--- src/rtl/pcms_pkg.sv ---
// Shared types and constants of the pair count-min sketch.
// Used by the front, queue, back and top-level modules; depends on nothing.
`default_nettype none
package pcms_pkg;
	localparam int KEY_W  = 31;
	localparam int HASH_W = 32;
	localparam int BC_W   = 13;
	localparam logic [BC_W-1:0] BC_RESET = 13'd4096;
	localparam logic [KEY_W-1:0] PRIME = 31'h7FFFFFFF;

	typedef enum logic [1:0] {
		KIND_ADD  = 2'd0,
		KIND_EST  = 2'd1,
		KIND_SEED = 2'd2,
		KIND_NOP  = 2'd3
	} kind_t;

	// one classified word as it travels from front to back
	typedef struct packed {
		kind_t             kind;
		logic [KEY_W-1:0]  larger;
		logic [KEY_W-1:0]  smaller;
		logic [1:0]        seed_row;
		logic [KEY_W-1:0]  seed_ml;
		logic [KEY_W-1:0]  seed_ms;
		logic [KEY_W-1:0]  seed_off;
	} item_t;
endpackage
`default_nettype wire

--- src/rtl/pcms_front.sv ---
// Front end: accepts input words, orders the key pair, drops unused kinds.
// Depends on pcms_pkg.
`default_nettype none
module pcms_front (
	input  wire logic          s_tvalid,
	output logic               s_tready,
	input  wire logic [159:0]  s_tdata,
	input  wire logic [1:0]    s_tuser,
	input  wire logic          clearing,
	input  wire logic          q_full,
	output logic               q_push,
	output pcms_pkg::item_t    q_item
);
	import pcms_pkg::*;

	logic [KEY_W-1:0] k1, k2;

	assign k1 = s_tdata[30:0];
	assign k2 = s_tdata[61:31];

	// no words while the counters are being swept
	assign s_tready = !q_full && !clearing;

	// classify; an unused kind is taken and dropped
	always_comb begin
		q_item.kind     = kind_t'(s_tuser);
		q_item.larger   = (k1 < k2) ? k2 : k1;
		q_item.smaller  = (k1 < k2) ? k1 : k2;
		q_item.seed_row = s_tdata[63:62];
		q_item.seed_ml  = s_tdata[94:64];
		q_item.seed_ms  = s_tdata[125:95];
		q_item.seed_off = s_tdata[156:126];
		q_push = s_tvalid && s_tready && (kind_t'(s_tuser) != KIND_NOP);
	end
endmodule
`default_nettype wire

--- config.mk ---
export PLATFORM = sky130hd
export DESIGN_NAME = pcms_front
export DESIGN_NICKNAME = d
export VERILOG_FILES = /design/src/rtl/pcms_pkg.sv /design/src/rtl/pcms_front.sv
export SDC_FILE = /design/constraint.sdc
export NUM_CORES = 1
export LEC_CHECK = 0
export ABC_CLOCK_PERIOD_IN_PS = 4800
export BUFFER_PORTS_ARGS = -buffer_cell sky130_fd_sc_hd__buf_2
export CAP_MARGIN = 20
export CORE_AREA = 5 5 124 126
export DETAILED_ROUTE_END_ITERATION = 10
export DIE_AREA = 0 0 129 131
export GPL_TIMING_DRIVEN = 0
export PLACE_DENSITY = 0.63
export RECOVER_POWER = 50
export REMOVE_ABC_BUFFERS = 1
export SYNTH_ARGS = -nofsm -noshare
export SYNTH_HDL_FRONTEND = slang
export SYNTH_SLANG_ARGS = --single-unit
--- constraint.sdc ---
create_clock -name vclk -period 4.8
set_clock_uncertainty 0.1 [all_clocks]
set_input_delay 0.96 -clock vclk [all_inputs]
set_output_delay 0.96 -clock vclk [all_outputs]
set_load 0.05 [all_outputs]
* After elaboration in Yosys (flattened, before gate mapping)
Index checks and enable logic that the tools add are counted.
** Operators by class
- Eq/ne operators :: 1
- Order comparisons :: 1
- Mux-type cells :: 2
- Reductions and logical operators :: 5
** Operators with widths (count)
- 2-to-1 mux 31 bit :: 2
- less-than comparator 31 bit :: 1
- logical AND 1 bit :: 3
- zero test 1 bit :: 2
- != test 2 bit (second input constant) :: 1
** Word-level totals
- Flip-flop bits (word level) :: 0
- Output and inout port bits :: 161
- Input bits :: 165
- Word-level logic and storage cells :: 9

* Logic depth before layout (Yosys ltp)
Gate-level depths: netlist of run 1.
- Depth after elaboration :: 4
- Depth in mapped cells :: 9
- Gate-level depth less buffers :: 8

* Worst setup path before layout of run 1
OpenSTA, ideal clock, no wires.
- Kind :: input-to-output
- Start :: in s_tdata[56]
- End :: out q_item[100] (netlist name)
- Path buffers :: 1
- Required time :: 3.740 ns
- Path slack :: 0.908 ns
- Data arrival time :: 2.832 ns
- Stages on the path :: 9
- Cell sequence :: inv_1 -> ha_1 -> nand4_1 -> inv_1 -> a221oi_2 -> o211ai_2 -> a31oi_4 -> buf_8 -> mux2_4
** RTL lines
- start, declared :: RTL line pcms_front.sv:7 : input wire logic [159:0] s_tdata,
- end, declared :: RTL line pcms_front.sv:12 : output pcms_pkg::item_t q_item

==> impl_metrics.ini, run 1 <==
[global_routing]
grt_first_pass_wirelength_um = 20800
grt_max_degree = 21
use_met1_pct = 12.6
antenna_found_initial = 0
grt_pass1_vias = 1933
grt_usage_pct = 19.4
grt_use_met2_pct = 32.8
grt-ovfl-total = 0
grt_busiest_layer = met2
grtUsageMet3_pct = 27.3

[layout]
nets = 511
fillCellCount = 1614
clockBufferCount = 0
diodes = 0
regArea_um2 = 0
final_common_cell = buf_2
drive_gt1_share_pct = 65.3
syn_to_final_growth_pct = 6.80
multi_input_area_um2 = 1610
seq_cell_count = 0
mostFrequentLayoutCells = buf_2 (133), mux2_4 (60), inv_1 (31)

[setup_path]
cp_slowest_cell = mux2_4
critPathTopFamily = compound AO/OA/AOI/OAI gates
crit_chain = buf_2 > inv_1 > ha_1 > a21oi_1 > o21ai_0 > a21oi_1 > o21ai_1 > a31oi_4 > buf_12 > buf_12 > mux2_4 > buf_2
required_ns = 3.74
crit_buf_inv = 5
crit_fanout = 20
end_kind = output pin
crit_type = in -> out
critical_path_arrival_ns = 3.30
slowest_delay_ns = 0.32
startpoint_type = primary input

[floorplanning]
die_w_um = 129
die-area_um2 = 16900
die_h_um = 131
io_pins = 326
core_um2 = 14200
start_util_pct = 17.9
num_rows = 44

[power_and_ir_drop]
clkPwrFrac_pct = 0
total_power_uw = 560
ir_drop_uv = 77.7
p_sw_share_pct = 63.6
switchingPower_uw = 357
p_leak_uw = 0.00160
combPwrFrac_pct = 100.0
p_per_area_nw_per_um2 = 207
p_int_uw = 204
pwr-share-seq_pct = 0

[timing]
slew_headroom_pct = 73.4
period_share_pct = 90.8
fmax_mhz = 229
rsz0062_at_grt = false
drv_slew = 0
hold_viol = 0
min_period_ns = 4.36
setup_viol = 0
hold_ws_ns = 1.82
worst_slew_pin_slew_ns = 0.396

[placement]
place.gp.congestion = 0.803
place.detailed.hpwl_um = 16700
io_buffer_count = 133

[logic_synthesis]
postSynthCellCount = 279
yosysSeqAreaShare_pct = 0
yosysWarnings = 0
synth_area_um2 = 2540
synth_cell_types = 21
postSynthAreaPerCell_um2 = 9.10

[route]
drtPass1Iterations = 4
ant_nets = 0
vias_per_cell = 4.00
drtIter0Drc = 45
drc = 0
drt-total-wl_um = 17500
wl_per_cell_um = 35.1
vias = 1993

[clocking]
cts_setup_buffers = 2
ctsResizeCount = 0
cts_hold_buffers = 0

[status]
status = finished, final reports clean

[flow_run]
cap_violations = 0

[worst_hold_path]
hold_path_class = in -> out
==> final cells by class <==
class | count | share of cell area [%]
Multi-Input combinational cell | 145 | 59.2
Timing Repair Buffer | 138 | 28.0
Tap cell | 184 | 8.49
Inverter | 31 | 4.29
==> Yosys cell counts, drive strengths merged <==
cell type  instances  share of area [%]
nor2               4               0.59
o211ai             1               0.49
and4               1               0.34
nor2b              1               0.25
ha                30                 15
o21ai              7                1.4
a31oi              1               0.84
and3               1               0.25
a221oi             1               0.59
buf              103                 32
inv               31                4.6
nand2             15                2.2
nand3              2               0.39
mux2              62                 36
nand4              2               0.74
nor4               1               0.84
a21oi             16                3.2
==> logic make-up after synthesis <==
logic type	after synthesis	synth area share, %
AO/OA/AOI/OAI	26	6.45
adder cells (fa/ha/maj)	30	14.8
buffers and inverters	134	36.8
multiplexers	62	36.4
AND/OR/NAND/NOR	27	5.62
==> power groups by stage <==
| stage | Clock (uW) | Sequential [uW] | Combinational [uW] |
|---|---|---|---|
| final | 0 | 0 | 560 |
| after global routing | 0 | 0 | 595 |
| after CTS | 0 | 0 | 567 |
| after detailed placement | 0 | 0 | 559 |
| after global placement | 0 | 0 | 557 |
| after floorplan | 0 | 0 | 430 |
==> metrics by stage <==
| stage | TNS (ns) | std cells | worst slack [ns] | utilization [%] | cell area, um2 |
|---|---|---|---|---|---|
| floorplan | -21.53 | 176 | -0.442 | - | 1720 |
| global placement | -73.39 | 493 | -1.23 | 18.4 | 2620 |
| detailed placement | -0.495 | 496 | -0.0342 | 18.9 | 2690 |
| CTS | 0 | 498 | 0.404 | 19.1 | 2710 |
| global route | 0 | 498 | 0.301 | 19.1 | 2710 |
| finish | 0 | 498 | 0.442 | 19.1 | 2710 |
==> worst paths after layout <==
kind	startpoint	to	slack [ns]	cells after the start
setup / recovery	s_tdata[41]	q_item[108]	0.44	12
hold / removal	s_tdata[118]	q_item[54]	1.82	0
==> metal layers <==
metal	wire length (um)	share of wire, %
met4	147	0.84
met1	3860	22
met5	40	0.23
met2	8090	46
met3	5330	31
No activity file was read; power rests on OpenSTA's default activity.
==> run 2: changes to the inputs <==
Settings changed: ABC_CLOCK_PERIOD_IN_PS 4800 to 4700, CORE_AREA 5 5 124 126 to 5 5 123 125, DIE_AREA 0 0 129 131 to 0 0 128 130.
Clock period 4.8 ns to 4.7 ns, I/O delays scaled along.
==> run 2 against run 1 <==
  * Setup slack got worse by 0.13 ns
  * Combinational power rose by 3%
  * Power rose by 2.7%
  * Global-route usage rose by 1.9 points
  * Via count rose by 5.0%
  * Count of clock-buffer cells in the layout did not move
  * Wire length rose by 9.0%
  * Sequential share of layout area did not move
  * Final area fell by 0.65%
==> impl_metrics.ini, run 2 (synthesis gave the netlist of run 1 again) <==
[layout]
clockBufferCount = 0
stdcell_count = 494
drive_gt1_share_pct = 65.3
seq_cell_count = 0
finish.instance_area_um2 = 2700
final_common_cell = buf_2
regArea_um2 = 0
nets = 511
diodes = 0
mostFrequentLayoutCells = buf_2 (133), mux2_4 (60), inv_1 (31)
syn_to_final_growth_pct = 6.11
fillCellCount = 1575

[setup_path]
required_ns = 3.66
critical_path_arrival_ns = 3.35
critPathTopFamily = buffers and inverters
crit_type = in -> out
critPathLaunch = s_tdata[57]
critical_path_depth = 12
startpoint_type = primary input
crit_fanout = 21
crit_buf_inv = 6
cp_slowest_cell = ha_1
crit_path_end = q_item[96]
crit_chain = buf_2 > inv_1 > ha_1 > nand4_1 > inv_1 > a221oi_2 > o211ai_2 > a31oi_4 > buf_4 > buf_12 > mux2_4 > buf_2
end_kind = output pin
slowest_delay_ns = 0.32

[route]
drc = 0
drt-total-wl_um = 19000
drtPass1Iterations = 4
drtIter0Drc = 70
vias_per_cell = 4.24
vias = 2093
wl_per_cell_um = 38.5
ant_nets = 0

[clocking]
cts_hold_buffers = 0
ctsResizeCount = 0

[timing]
rsz0062_at_grt = false
setup_viol = 0
period_share_pct = 93.4
hold_viol = 0
drv_slew = 0
worst_slew_pin_slew_ns = 0.434
finalSetupTns_ns = 0
fmax_mhz = 228
min_period_ns = 4.39
slew_headroom_pct = 70.9

[floorplanning]
num_rows = 43
die-area_um2 = 16600
core_um2 = 13800
start_util_pct = 18.4
die_w_um = 128
die_h_um = 130
io_pins = 326

[power_and_ir_drop]
total_power_uw = 575
p_int_uw = 206
clkPwrFrac_pct = 0
ir_drop_uv = 91.7
combPwrFrac_pct = 100.0
p_leak_uw = 0.00160
pwr-share-seq_pct = 0
switchingPower_uw = 370
p_per_area_nw_per_um2 = 213
p_sw_share_pct = 64.2

[placement]
dp.cells = 492
placedInstanceArea_um2 = 2680
place.gp.congestion = 0.863
io_buffer_count = 133
place.detailed.hpwl_um = 18100

[global_routing]
grt_usage_pct = 21.3
grt_first_pass_wirelength_um = 22700
grt-ovfl-total = 0
antenna_found_initial = 0
grt_pass1_vias = 2057
grt_max_degree = 22

[flow_run]
cap_violations = 0

[worst_hold_path]
hold_path_class = in -> out

[status]
status = finished, final reports clean
==> run 2: changes by cell type in the layout (fill, tap and decap cells not counted) <==
cell / change
buf_4: +1
buf_12: -1
==> run 2: timing repair <==
action                                 in CTS  in global routing
endpoints found under the hold margin       0                  0
setup buffers                               0                  2
setup endpoints to repair                   0                 21
==> run 2: routing by layer <==
metal	track usage [%]	wire length, um
met2	39.6	9620
met5	3.53	89
met4	3.18	390
met1	12.2	3810
met3	26.7	5120
==> run 2: final cells by class <==
| cell class | count | area, um2 | share of cell area (%) |
|---|---|---|---|
| multi-input combinational | 145 | 1610 | 59.6 |
| timing repair buffer | 138 | 748 | 27.8 |
| tap | 180 | 225 | 8.36 |
| inverter | 31 | 116 | 4.32 |
==> run 2: how the worst min path moves through the flow <==
stage          slack, ns          from  cells after the start         end
2_1_floorplan       1.78  s_tdata[126]                      0   q_item[0]
3_3_place_gp        1.78  s_tdata[120]                      0  q_item[56]
3_5_place_dp        1.78  s_tdata[120]                      0  q_item[56]
4_1_cts             1.78  s_tdata[120]                      0  q_item[56]
5_1_grt             1.78  s_tdata[136]                      0  q_item[10]
6_report            1.78  s_tdata[136]                      0  q_item[10]
==> run 2: metrics by stage <==
stage / hold slack, ns / utilization (%) / setup WS (ns)
floorplan: 1.78 / - / -0.502
global placement: 1.78 / 19.0 / -1.35
finish: 1.78 / 19.6 / 0.311
global route: 1.78 / 19.6 / 0.190
detailed placement: 1.78 / 19.5 / 0.0503
CTS: 1.78 / 19.5 / 0.0451
==> run 2: power by group through the flow <==
stage / clock, uW / sequential [uW] / combinational (uW)
after floorplan: 0 / 0 / 440
after global placement: 0 / 0 / 574
after detailed placement: 0 / 0 / 577
after CTS: 0 / 0 / 578
after global routing: 0 / 0 / 608
final: 0 / 0 / 575
