**src/rtl/pcms_pkg.sv**
```systemverilog
// Shared types and constants of the pair count-min sketch.
// Used by the front, queue, back and top-level modules; depends on nothing.
`default_nettype none
package pcms_pkg;
	localparam int KEY_W  = 31;
	localparam int HASH_W = 32;
	localparam int BC_W   = 13;
	localparam logic [BC_W-1:0] BC_RESET = 13'd4096;
	localparam logic [KEY_W-1:0] PRIME = 31'h7FFFFFFF;

	typedef enum logic [1:0] {
		KIND_ADD  = 2'd0,
		KIND_EST  = 2'd1,
		KIND_SEED = 2'd2,
		KIND_NOP  = 2'd3
	} kind_t;

	// one classified word as it travels from front to back
	typedef struct packed {
		kind_t             kind;
		logic [KEY_W-1:0]  larger;
		logic [KEY_W-1:0]  smaller;
		logic [1:0]        seed_row;
		logic [KEY_W-1:0]  seed_ml;
		logic [KEY_W-1:0]  seed_ms;
		logic [KEY_W-1:0]  seed_off;
	} item_t;
endpackage
`default_nettype wire

```
**src/rtl/pcms_fifo.sv**
```systemverilog
// Two-entry queue of classified words between front and back.
// Depends on pcms_pkg.
`default_nettype none
module pcms_fifo (
	input  wire logic             clk,
	input  wire logic             arst_n,
	input  wire logic             push,
	input  wire pcms_pkg::item_t  push_item,
	output logic                  full,
	input  wire logic             pop,
	output logic                  not_empty,
	output pcms_pkg::item_t       head
);
	import pcms_pkg::*;

	item_t      mem_q [2];
	logic       wr_q, rd_q;
	logic [1:0] cnt_q;

	assign full      = (cnt_q == 2'd2);
	assign not_empty = (cnt_q != 2'd0);
	assign head      = mem_q[rd_q];

	// pointers and fill level
	always_ff @(posedge clk or negedge arst_n) begin
		if (!arst_n) begin
			wr_q  <= 1'b0;
			rd_q  <= 1'b0;
			cnt_q <= 2'd0;
		end else begin
			if (push) wr_q <= !wr_q;
			if (pop)  rd_q <= !rd_q;
			if (push && !pop)      cnt_q <= cnt_q + 2'd1;
			else if (pop && !push) cnt_q <= cnt_q - 2'd1;
		end
	end

	// storage
	always_ff @(posedge clk) begin
		if (push) mem_q[wr_q] <= push_item;
	end
endmodule
`default_nettype wire

```
**config.mk**
```make
export PLATFORM = sky130hd
export DESIGN_NAME = pcms_fifo
export DESIGN_NICKNAME = d
export VERILOG_FILES = /design/src/rtl/pcms_pkg.sv /design/src/rtl/pcms_fifo.sv
export SDC_FILE = /design/constraint.sdc
export NUM_CORES = 1
export LEC_CHECK = 0
export BUFFER_PORTS_ARGS = -buffer_cell sky130_fd_sc_hd__buf_2
export CORE_AREA = 3 3 170 172
export DETAILED_ROUTE_END_ITERATION = 7
export DIE_AREA = 0 0 173 175
export PLACE_DENSITY_LB_ADDON = 0.25
export SLEW_MARGIN = 20
export SYNTH_ARGS = -nofsm -noshare
export SYNTH_HDL_FRONTEND = slang
export SYNTH_SLANG_ARGS = --single-unit
```
**constraint.sdc**
```tcl
create_clock -name clk -period 10.6 [get_ports clk]
set_input_delay 2.12 -clock clk [delete_from_list [all_inputs] [get_ports clk]]
set_output_delay 2.12 -clock clk [all_outputs]
set_load 0.1 [all_outputs]
```
# After elaboration in Yosys (flattened, before gate mapping)
# Memories as Yosys holds them, arrays and structs flattened.
# Cells that the tools add are included.
# totals
romBits,0
memories,1
inputBits,163
latch_bits,0
word_cells,19
out_inout_bits,161
mem_bits_rw,318
register_bits,4
# mem_list
name,depth,width,read_ports,rd_clocked_by_memory_dff,wr,line_no,rtl
mem_q,2,159,1,0,1,pcms_fifo.sv:16,item_t mem_q [2];
# op_classes
n_div,0
n_shift,0
mul,0
n_addsub,2
bitwise,0
reduce_logical,8
n_mux,4
eq_ne,1
order_cmp,0
# op_table
operator,n
$logic_not A1 Y1,4
$mux W2,2
$reduce_bool A2 Y1,2
$add A2 B1 Y2 const B,1
$eq A2 B2 Y1 const B,1
$logic_and A1 B1 Y1,2
$mux W1,2
$sub A2 B1 Y2 const B,1

# Logic depth before layout (Yosys ltp)
# Gate-level depths: netlist of the first run.
# depth
depth_word,4
ltp_mapped,5
ltp_nobuf,5

# Worst setup path after synthesis of the first run
# OpenSTA, ideal clock, no wires.
# synth_timing
kind,input to register
start,input port push
end,memory mem_q[0][0] (netlist name) (enable)
slack_ns,0.909
n_path_buf,0
t_arrival_ns,8.992
stages,1
required_ns,9.901
cell_sequence,nor2b_1
# synth_between
elab_chain_len,2
# synth_lines
element,line_no,rtl
start: declaration,pcms_fifo.sv:7,"input wire logic push,"
$mux W1,pcms_fifo.sv:40,if (push) mem_q[wr_q] <= push_item;
$mux W1 (implied by the code),pcms_fifo.sv:40,
end: declaration,pcms_fifo.sv:16,
# No other way between the ends.

==> impl_results.md, run 1 <==
* Area added between synthesis and finish at 25.0%
* Post-route setup TNS at 0 ps
* Number of iterations in the first detailed-routing pass at 4
* Via count of the first global-routing pass at slightly above 6k
* Number of max-cap violations at 0
* Final worst path period need at 5300 ps
* Worst clock skew at between 7 and 8 ps
* Setup-violating endpoint count in the final report at 0
* CP Launch Type: flop
* 1st-iter DRT viols at slightly above 300
* Critical path data required time at about 8500 ps
* Synthesized area divided by synthesized cell count at 23.6 um^2
* Overall die height at between 150 and 200 um
* CTS clock-pin slew for the worst setup and hold paths at about 60 ps
* Post-DP HPWL at approximately 15 mm
* Insertion delay to the later sink of the worst-skew pair at ~500 ps
* Final period utilization at about 50%
* Setup bufs post-CTS at 0
* Layout cell share with drive strength beyond 1 at between 60% and 70%
* Number of design rule violations left after detail routing at 0
* Start-to-end type of the worst setup path: flop to output pin
* Least-Margin Pin Slew at 1060 ps
* Endpoint class of the critical path: output pin
* Number of buffers inserted during clock tree synthesis at 36
* Initial Utilization at between 40 and 50%
* Critical Path AT at about 3200 ps
* H-Tree Level Count at 2
* Total standard cell area after synthesis at 12100 um^2
* Most frequent standard cell in the layout excluding fill and tap cells: sky130_fd_sc_hd__buf_2
* Routed vias at 5919
* Number of antenna violations at the first check in global routing at 3
* Maximum fanout along the worst path at 57
* Overall fraction of global-route tracks in use at 14.4%
* Net count of the mapped netlist at ~680
* Number of hold-repair buffers added at the cts stage at 0
* Slew Limit Fails at 0
* Result of the run: finished, final reports clean
* RSZ-0062 raised after global routing: false
* Most area-hungry cell type in the Yosys netlist: sky130_fd_sc_hd__edfxtp_1
* First-pass GRT wire length at between 30 and 40 mm
* Die area at around 30000 um^2
* Synth warnings at 0
* Maximum number of pins on one net before global-route repair at between 70 and 80
* Portion of synthesized cell area occupied by the leading cell type at 79.1%
* Floorplan die width at approximately 170 um
* Cells after synthesis at approximately 510
* PostCTS Resize Cnt at 0
* Net count reported at finish at ~1.0k
* Hold Path Class: flop to flop
* Max clock buf depth at 3
* Antenna violation net count after detailed routing at 0
* Clk Tree Root Cell: sky130_fd_sc_hd__clkbuf_16
* Detail-routed net length per standard cell at approximately 18 um
* Commonest cells after routing, fill and taps aside: sky130_fd_sc_hd__buf_2 (323), sky130_fd_sc_hd__edfxtp_1 (318), sky130_fd_sc_hd__mux2_4 (100), sky130_fd_sc_hd__mux2_2 (59), sky130_fd_sc_hd__clkbuf_16 (37)
* Number of endpoints with negative hold slack in the final report at 0
* Count of unique library cells instantiated by Yosys at 14
* IO Count at about 320
* Core area at about 28000 um^2
* Overflow left after global routing at 0
* Flop and latch count out of synthesis at 322
* Total number of placement rows at 61
* Relative slew slack at between 20% and 30%
* Clock net sink count at roughly 320
* Vias per std cell at 4.69
* # port buffers at 323
* Routed wire length at about 23 mm
* Placer's final routability congestion estimate at slightly below 0.7
* TritonCTS clock tree: yes
* Area contributors post-synth: sky130_fd_sc_hd__edfxtp_1 (79%), sky130_fd_sc_hd__mux2_4 (12%), sky130_fd_sc_hd__mux2_2 (5.5%)
* Sequential element share of the synthesized area at between 70% and 80%
* Maximum achievable frequency at 189 MHz
## through the flow
step / util [%] / cell area (um^2) / hold WS, ps / setup WS (ps) / instances
final: 54.6 / 15100 / 487 / 5300 / 1261
after global routing: 54.6 / 15100 / 512 / 5140 / 1261
after CTS: 54.6 / 15100 / 489 / 5220 / 1259
after detailed placement: 50.9 / 14100 / 474 / 5700 / 1200
after global placement: 50.9 / 14100 / 484 / 5710 / 1200
after floorplan: - / 12100 / 447 / 909 / 511
## worst max-delay path, cell delays in order (launching register included)
cell                      delay (ps)
sky130_fd_sc_hd__dfrtp_4         920
sky130_fd_sc_hd__buf_4           880
sky130_fd_sc_hd__mux2_2          340
sky130_fd_sc_hd__buf_2           430
## registers in the layout, indices dropped and copies added (netlist names)
signal	flops
mem_q	318
rd_q	1
cnt_q	2
wr_q	1
## final timing paths
check                      cells past startpoint      from            to  slack, ps
min reg2reg                                    1  cnt_q[1]      cnt_q[1]        490
min in group asynchronous                      1    arst_n          wr_q       1430
max reg2reg                                    3      wr_q  mem_q[0][91]       7570
min                                            1  cnt_q[1]      cnt_q[1]        490
max                                            3      rd_q       head[6]       5300
max in group asynchronous                      1    arst_n          rd_q       9020
## per-layer routing
layer | part of all wire, % | global-route usage, % | vias to the layer above
met4 | 2.5 | 4.86 | 2
li1 | - | - | 2742
met5 | 0.049 | 0 | -
met3 | 9.6 | 5.87 | 42
met2 | 47 | 23.1 | 254
met1 | 41 | 17.8 | 2879
## kinds of logic after synthesis
family        Yosys count  share of synthesized area [%]
flops                 322                           80.0
buf+inv                19                           1.40
simple gates            5                          0.238
mux                   159                           17.9
xor+xnor                5                          0.363
fa+ha+maj               1                          0.104
## area by class of cell
cell class	instances	area, um^2
fillers	2217	12500
flip-flops and latches	322	9650
multi-input cells	170	2260
repair buffers	329	1660
clock buffers	44	952
well taps	378	473
clock inverters	15	72.6
diodes	2	5.00
inverters	1	3.75
## cells in the mapped netlist, drive strengths merged
cell type,n
xnor2,1
ha,1
inv,1
or2,1
and2,1
edfxtp,318
dfrtp,4
xor2,4
mux2,159
nor2,1
buf,18
nor2b,2
Power of run 1 is not shown: default switching activity piles up to over one toggle a cycle in this logic, so the estimate is an artifact.
==> inputs of run 2 (changes only) <==
Clock period 10.6 ns to 4.5 ns, I/O delays scaled along.
==> impl_results.md, run 2 (synthesis gave the netlist of run 1 again) <==
* Worst clock skew at 9.24 ps
* Number of buffers inserted during clock tree synthesis at 35
* Number of iterations in the first detailed-routing pass at 4
* Count of cells along the worst register-to-register path at 2
* Final period utilization at about 74%
* TritonCTS clock tree: yes
* Slowest library cell on the worst path: sky130_fd_sc_hd__dfrtp_4
* Result of the run: finished, final reports clean
* # port buffers at approximately 320
* PostCTS Resize Cnt at 0
* Number of flip-flops in the largest register at ~320
* Critical Path AT at 2450 ps
* Clk Tree Root Cell: sky130_fd_sc_hd__clkbuf_16
* Slew Limit Fails at 0
* Clock net sink count at ~320
* Post-DP HPWL at ~15 mm
* Antenna violation net count after detailed routing at 0
* Number of antenna violations at the first check in global routing at 3
* Critical path data required time at ~3600 ps
* Overflow left after global routing at 0
* Setup-violating endpoint count in the final report at 0
* Hold Worst Slack at 208 ps
* Routed vias at 5910
* Vias per std cell at 4.68
* Placer's final routability congestion estimate at 0.703
* Capture point of the worst path: head[17]
* Hold Path Class: primary input to asynchronous set/reset pin
* Largest registers: mem_q x318, cnt_q x2
* Startpoint of the worst setup timing path: rd_q
* Area added between synthesis and finish at 25.4%
* Setup slack of the critical path after layout at about 1100 ps
* RSZ-0062 raised after global routing: false
* Setup bufs post-CTS at 0
* Number of endpoints with negative hold slack in the final report at 0
* Endpoint class of the critical path: output pin
* Start-to-end type of the worst setup path: flop to output pin
* Overall fraction of global-route tracks in use at between 10% and 20%
* Worst reg2reg path startpoint: wr_q
* Total number of placement rows at about 60
* H-Tree Level Count at 2
* Maximum achievable frequency at 298 MHz
* Relative slew slack at a little under two fifths
* Biggest cell delay along the critical path at slightly above 800 ps
* Most frequent standard cell in the layout excluding fill and tap cells: sky130_fd_sc_hd__buf_2
* Pre-CTS setup slack at about 1600 ps
* Commonest cells after routing, fill and taps aside: sky130_fd_sc_hd__buf_2 (323), sky130_fd_sc_hd__edfxtp_1 (318), sky130_fd_sc_hd__mux2_4 (100), sky130_fd_sc_hd__mux2_2 (59), sky130_fd_sc_hd__clkbuf_16 (37)
* Number of design rule violations left after detail routing at 0
* CP Launch Type: flop
* Routed wire length at approximately 23 mm
* Detail-routed net length per standard cell at roughly 18 um
* Final worst path period need at roughly 3400 ps
* CTS clock-pin slew for the worst setup and hold paths at approximately 50 ps
* Worst-case register-to-register setup slack at 2560 ps
* Overall die height at 175 um
* Insertion delay to the later sink of the worst-skew pair at 500 ps
* Net count reported at finish at roughly 1.0k
* Floorplan die width at ~170 um
* 1st-iter DRT viols at between 300 and 400
* Maximum fanout along the worst path at 40
* Layout filler cell count at between 2k and 2.5k
* First-pass GRT wire length at approximately 35 mm
* Core area at between 20000 and 30000 um^2
* Via count of the first global-routing pass at roughly 6.1k
* IO Count at ~320
* End of the worst register-to-register path: mem_q[1][88]
* Maximum number of pins on one net before global-route repair at 96
* Max clock buf depth at 3
* Number of hold-repair buffers added at the cts stage at 0
* Number of max-cap violations at 0
* Layout cell share with drive strength beyond 1 at a little over 60%
* Post-route setup TNS at 0 ps
* Least-Margin Pin Slew at approximately 940 ps
* Initial Utilization at 43.7%
* Cell chain of the critical path: buf_4 > mux2_2 > buf_2
* Die area at 30300 um^2
* Largest reg by FF count: mem_q
run 2: cell count changes in the layout (fill, tap and decap cells not counted):
cell and change:
sky130_fd_sc_hd__clkinv_2 -3, sky130_fd_sc_hd__buf_4 -1, sky130_fd_sc_hd__diode_2 +1, sky130_fd_sc_hd__clkinv_4 -1
sky130_fd_sc_hd__clkinv_1 -5, sky130_fd_sc_hd__buf_12 +4, sky130_fd_sc_hd__clkbuf_1 +6
run 2: routing by layer:
metal | global-route usage (%) | share of wire (%)
met5 | 0 | 0.088
met4 | 4.97 | 2.5
met3 | 5.30 | 8.5
met2 | 23.8 | 48
met1 | 18.5 | 41
run 2: worst max-delay path: cells and delay by family (launching register included):
family / cells / cell delay (ps)
buffers and inverters: 2 / 740
flip-flops: 1 / 830
multiplexers: 1 / 370
run 2: final cells by class:
type	instances	area (um^2)	area share (%)
clock inverters	6	30.0	0.198
multi-input cells	170	2260	14.9
repair buffers	332	1730	11.5
inverters	1	3.75	0.0248
flip-flops and latches	322	9650	63.8
clock buffers	50	975	6.44
well taps	378	473	3.12
diodes	3	7.51	0.0496
run 2: worst min-delay path by stage:
stage                           to  slack [ps]  cells after the start
final                         rd_q         210                      1
after global routing          rd_q         180                      1
after CTS                     rd_q         180                      1
after detailed placement  cnt_q[1]         470                      1
after global placement    cnt_q[1]         470                      1
after floorplan           cnt_q[1]         450                      1
run 2: per-stage QoR:
step	cell area, um^2	util, %	instances
CTS	15100	54.8	1259
finish	15100	54.8	1262
floorplan	12100	-	511
global route	15100	54.8	1261
global placement	14100	51.1	1203
detailed placement	14100	51.1	1203
Power of run 2 is left out for the same reason.
